==> src/rtl/ibwt_pkg.sv <==
// Shared constants, types and helpers of the inverse BWT block decoder.
package ibwt_pkg;

  localparam int BLOCK_MAX = 65536;
  localparam int SYMBOLS   = 256;

  localparam int ROW_W = $clog2(BLOCK_MAX);
  localparam int SYM_W = $clog2(SYMBOLS);
  localparam int CNT_W = $clog2(BLOCK_MAX) + 1;

  typedef struct packed {
    logic             clear;
    logic             rd_en;
    logic [SYM_W-1:0] rd_addr;
    logic             wr_en;
    logic [SYM_W-1:0] wr_addr;
    logic [CNT_W-1:0] wr_data;
  } cnt_req_t;

  function automatic logic [SYM_W-1:0] sat_symbol(input logic [7:0] sym);
    logic [SYM_W-1:0] res;
    if ({1'b0, sym} >= 9'(SYMBOLS)) begin
      res = SYM_W'(SYMBOLS - 1);
    end else begin
      res = SYM_W'(sym);
    end
    return res;
  endfunction

endpackage

==> src/rtl/ibwt_count_table.sv <==
// Per-symbol count and cumulative table with per-entry valid bits.
module ibwt_count_table
  import ibwt_pkg::*;
(
  input  logic             clk_i,
  input  logic             rst_ni,
  input  cnt_req_t         req_i,
  output logic [CNT_W-1:0] rd_data_o
);

  logic [CNT_W-1:0] mem [SYMBOLS];
  logic [CNT_W-1:0] rdata_q;
  logic [SYMBOLS-1:0] valid_q;
  logic rd_valid_q;

  always_ff @(posedge clk_i) begin
    if (req_i.wr_en) begin
      mem[req_i.wr_addr] <= req_i.wr_data;
    end
    if (req_i.rd_en) begin
      rdata_q <= mem[req_i.rd_addr];
    end
  end

  always_ff @(posedge clk_i or negedge rst_ni) begin
    if (!rst_ni) begin
      valid_q    <= '0;
      rd_valid_q <= 1'b0;
    end else begin
      if (req_i.clear) begin
        valid_q <= '0;
      end else if (req_i.wr_en) begin
        valid_q[req_i.wr_addr] <= 1'b1;
      end
      if (req_i.rd_en) begin
        rd_valid_q <= valid_q[req_i.rd_addr] && !req_i.clear;
      end
    end
  end

  assign rd_data_o = rd_valid_q ? rdata_q : '0;

endmodule

==> config.mk <==
export PLATFORM = sky130hd
export DESIGN_NAME = ibwt_count_table
export DESIGN_NICKNAME = d
export VERILOG_FILES = /design/src/rtl/ibwt_pkg.sv /design/src/rtl/ibwt_count_table.sv
export SDC_FILE = /design/constraint.sdc
export NUM_CORES = 2
export LEC_CHECK = 0
export BUFFER_PORTS_ARGS = -buffer_cell sky130_fd_sc_hd__buf_2
export CAP_MARGIN = 20
export CORE_UTILIZATION = 40
export DETAILED_ROUTE_END_ITERATION = 8
export PLACE_DENSITY_LB_ADDON = 0.2
export SKIP_LAST_GASP = 1
export SYNTH_ARGS = -nofsm -noshare
export SYNTH_HDL_FRONTEND = slang
export SYNTH_MEMORY_MAX_BITS = 65536
export SYNTH_SLANG_ARGS = --single-unit
==> constraint.sdc <==
create_clock -name clk_i -period 2.35 [get_ports clk_i]
set_input_delay 0.705 -clock clk_i [delete_from_list [all_inputs] [get_ports clk_i]]
set_output_delay 0.705 -clock clk_i [all_outputs]
set_load 0.02 [all_outputs]
======== After elaboration in Yosys (flattened, before gate mapping) ========
Memories as Yosys holds them, arrays and structs flattened. A register that Yosys moved wholly into a read port is not among the register bits.
Index checks and enable logic that the tools add are counted.
word-level totals
  RAM bits ................................ 4352
  input bits .............................. 38
  memories ................................ 1
  flip-flop bits (word level) ............. 257
  word-level logic and storage cells ...... 20
  output and inout bits ................... 17
operators by class
  reductions and logical operators ........ 4
  multiplexer cells ....................... 9
  order comparisons ....................... 3
  bitwise operators ....................... 1
memory list
  name  words  width  rd ports  clocked after memory_dff  write ports  line                    source
  mem   256    17     1         1                         1            ibwt_count_table.sv:11  logic [CNT_W-1:0] mem [SYMBOLS];
operators by type and width
  cell                  count
  $mux W256             2
  $or A256 B256 Y256    1
  $lt A8 B9 Y1 const B  2
  $mux W17              1
  $bmux W1 S8           1
  $demux W1 S8          1
  $ge A8 B1 Y1 const B  1
  $mux W1               4
  $logic_and A1 B1 Y1   2
  $reduce_bool A2 Y1    1
  $logic_not A1 Y1      1

======== Longest topological paths before layout ========
  depth in word-level cells ............... 7
  gate-level depth with buffers ........... 13
  mapped depth without buffers ............ 7

======== Worst setup path before layout ========
OpenSTA, ideal clock, no wires.
  kind .................................... input-to-reg
  from .................................... input port req_i[27] in the netlist's numbering
  to ...................................... register rdata_q[15] (read register of mem) (data pin)
  required time ........................... 2.078 ns
  data arrival time ....................... 3.128 ns
  setup time .............................. 0.272 ns
  stages .................................. 9
  path slack .............................. -1.050 ns
  buffers on the path ..................... 4
  cell sequence ........................... buf_2 buf_2 clkbuf_1 clkbuf_1 mux4_2 mux4_2 a22oi_1 a21oi_1 or4_1
RTL lines
  element          line                    source
  start, declared  ibwt_count_table.sv:7   input cnt_req_t req_i,
  end, declared    ibwt_count_table.sv:12  logic [CNT_W-1:0] rdata_q;

==> results.md <==
* Core ar. at 439000 µm²
* Worst hold path startpoint: req_i[15]
* Total power at 175 mW
* Mean Syn Cell Area at 23.9 µm²
* WS Path Type: primary input to flop
* Worst-skew pair later-pin latency at 1.02 ns
* Slew @ Worst Pin at 0.734 ns
* DPL Wire Length at 309000 µm
* Die height at 667 µm
* Fin area at 217000 µm²
* Clock Power Share at 42.5%
* Net Sw Frac at 21.5%
* Clock-pin slew on the worst setup and hold paths at 0.06 ns
* Placed Cells at 14.0k
* Fin. max-slew vios at 0
* CP Depth at 10
* Yosys warning total at 0
* Number of setup violations in the final report at 35
* Fmax at 0.334 GHz
* Nets@finish at 8707
* P per Cell Area at 806 nW/µm²
* CTS tree: built
* HP Class: primary input to flop
* Worst path max stage delay at 0.58 ns
* Arrival time worst endpoint at 3.73 ns
* Top delay family on crit path: multiplexers
* Combinational power share at 5.9%
* R2R depth at 6
* Core Rows at 243
* Crit end category: flop
* Area Growth Syn to Fin at 22.9%
* Startpoint class of the critical path: primary input
* Commonest cells after routing, fill and taps aside: 4369 x edfxtp_1, 1413 x mux4_2, 545 x buf_12
* Die Area at 445000 µm²
* Total placed instance area at 199000 µm²
* Initial DRC Count at 9718
* Final min period at 3.00 ns
* Endpoint, Worst Hold: mem[65][15]
* H-tree lvl count at 5
* Final Hold Vio Count at 0
* CP max-delay cell: mux4_2
* Final core occ at 49.5%
* P_int at 138 mW
* Fin Hold WS at 0.127 ns
* Drt total wl at 498000 µm
* Die X-Extent at 667 µm
* Min setup slack post-route at -0.647 ns
* Mapped Cells at 7421
* Syn nets at 7459
* Pin count of the biggest net entering global routing at 87
* Yosys reg bits at 4626
* Worst hold path depth at 1
* Status: finished, violations left
* Worst r2r src: mem[219][12]
* Setup WS pre-CTS at -2.34 ns
* Flop-to-flop setup slack at -0.56 ns
* Relative slew slack at 51.1%
* Gp weighted congestion at 0.847
* Initial DRT Pass Iterations at 6
* Post-Route Setup TNS at -17.48 ns
* Antenna Nets Post-Route at 0
* Switching pwr at 37.8 mW
* Failing checks: negative setup slack
* I/O Buffers at 54
* Commonest non-fill, non-tap cell in the layout: edfxtp_1
* Initial core utilization at 40.3%
* Register area share after synthesis at 77.8%
* Crit path buffers/inverters at 5
* Num CTS Buffers at 472
* Drt wl/cell at 33.2 µm
* Worst-path fanout max at 8
* DR vias at 85.8k
* Tcrit/Tclk final at 128%
* DRC Markers at 0
* Worst Path Required at 3.09 ns
* Clock Skew at 0.0965 ns
* Leakage at 69.6 nW
* RSZ-0062 raised after global routing: true
* Initial antenna violation count at 32
* Root buffer cell: clkbuf_16
* Share of layout cells above drive strength 1 at 41.2%
* Critical path, cell by cell: buf_16, buf_16, buf_12, buf_8, mux4_2, mux4_2, a22oi_2, buf_4, a21oi_4, or4_1
* Sequential Power Share at 51.6%
* Worst-case clock buffer depth at 4
* Non-Filler Instances at 15.0k
* CTS Sinks at 4626
* GRT Util Overall at 22.3%
* Max VDD drop at 624 µV
* Ports at 55
* Mapped Area at 177000 µm²
* Vias in the first global route at 88.8k
* Vias per Instance at 5.72
* Global route total overflow at 0
* RR Endpoint: rdata_q[12]
* First-pass GRT wire length at 699000 µm
* Max cap viols at 0
* Number of distinct library cells after synthesis at 44
routing by layer:
| layer | part of all wire [%] | GRT usage [%] | up-vias |
|---|---|---|---|
| met5 | 0.011 | 0 | - |
| met4 | 3.1 | 6.49 | 8 |
| met3 | 6.3 | 2.99 | 649 |
| met2 | 49 | 36.6 | 3078 |
| met1 | 42 | 31.3 | 47434 |
| li1 | - | - | 34587 |
flip-flops by register name, summed over array words and instances (netlist names):
register / count
mem: 4352
valid_q: 256
rdata_q: 17
rd_valid_q: 1
timing repair:
item                                    in CTS  in global routing
endpoints found under the setup margin      35                 35
cloned                                      16                  7
buffers inserted                            40                 25
endpoints found under the hold margin       85                  0
hold buffers                                 3                  0
resized for setup                          228                 62
pin swaps                                   45                 24
area by class of cell:
type | instances | area, µm²
inverter | 9 | 48.8
clock buffer | 595 | 12700
tap | 5880 | 7360
clock inverter | 285 | 2720
multi-input combinational | 2351 | 39700
timing repair buffer | 1209 | 17200
sequential | 4626 | 138000
fill | 34655 | 222000
antenna | 26 | 65.1
worst max-delay path by stage:
stage	startpoint	end	slack, ns
after global placement	req_i[26]	rdata_q[5]	-2.31
after floorplan	req_i[27]	rdata_q[15]	-0.87
after CTS	req_i[26]	rdata_q[12]	-0.56
after detailed placement	req_i[26]	rdata_q[5]	-2.34
final	req_i[26]	rdata_q[12]	-0.65
after global routing	req_i[26]	rdata_q[12]	-0.62
power groups by stage:
stage | Clock (mW) | Sequential [mW] | Combinational, mW
2_1_floorplan | 0 | 92.2 | 4.47
3_5_place_dp | 0 | 92.2 | 9.82
5_1_grt | 78.9 | 90.4 | 10.8
3_3_place_gp | 0 | 92.2 | 9.67
6_report | 74.6 | 90.5 | 10.4
4_1_cts | 75.9 | 90.4 | 10.3
logic make-up (layout without fill, tap and decap cells):
| group | after synthesis | after routing | share of synthesized area, % |
|---|---|---|---|
| DFF | 4626 | 4626 | 77.8 |
| muxes | 1435 | 1435 | 18.1 |
| AOI/OAI and AO/OA | 515 | 515 | 2.08 |
| buffers and inverters | 444 | 2098 | 1.08 |
| and+or+nand+nor | 401 | 401 | 0.980 |
| other | 0 | 26 | 0 |
cell usage after synthesis (all sizes together):
cell type,number,area [µm²]
edfxtp,4369,131000
mux4,1413,31800
nor2,271,1020
clkbuf,263,987
dfrtp,257,6430
o21a,256,1920
buf,172,891
a22oi,144,1080
a21oi,75,375
nand2,34,128
nand3,22,110
and2,21,131
mux2i,17,170
or4,17,128
nor2b,16,100
inv,9,33.8
nand4,9,56.3
o221ai,6,52.6
mux2,5,56.3
o22ai,5,31.3
nor3,4,20.0
o21ai,4,20.0
a2111oi,3,26.3
a211oi,3,22.5
a31oi,3,18.8
nand2b,3,18.8
a32oi,2,17.5
nor4,2,12.5
o211ai,2,15.0
o31ai,2,15.0
o32ai,2,17.5
or2,2,12.5
a2111o,1,11.3
a21boi,1,7.51
a221oi,1,8.76
a22o,1,8.76
a41oi,1,8.76
o211a,1,10.0
o311ai,1,8.76
o41ai,1,8.76
worst reg2reg max path, delay by kind of cell, from the launching register on:
family                 cells  cell delay [ns]
buffers and inverters      1             0.24
multiplexers               2             1.05
AO/OA/AOI/OAI              2             0.56
AND/OR/NAND/NOR            1             0.47
flip-flops                 1             0.36
Power figures use the tool's default switching activity.
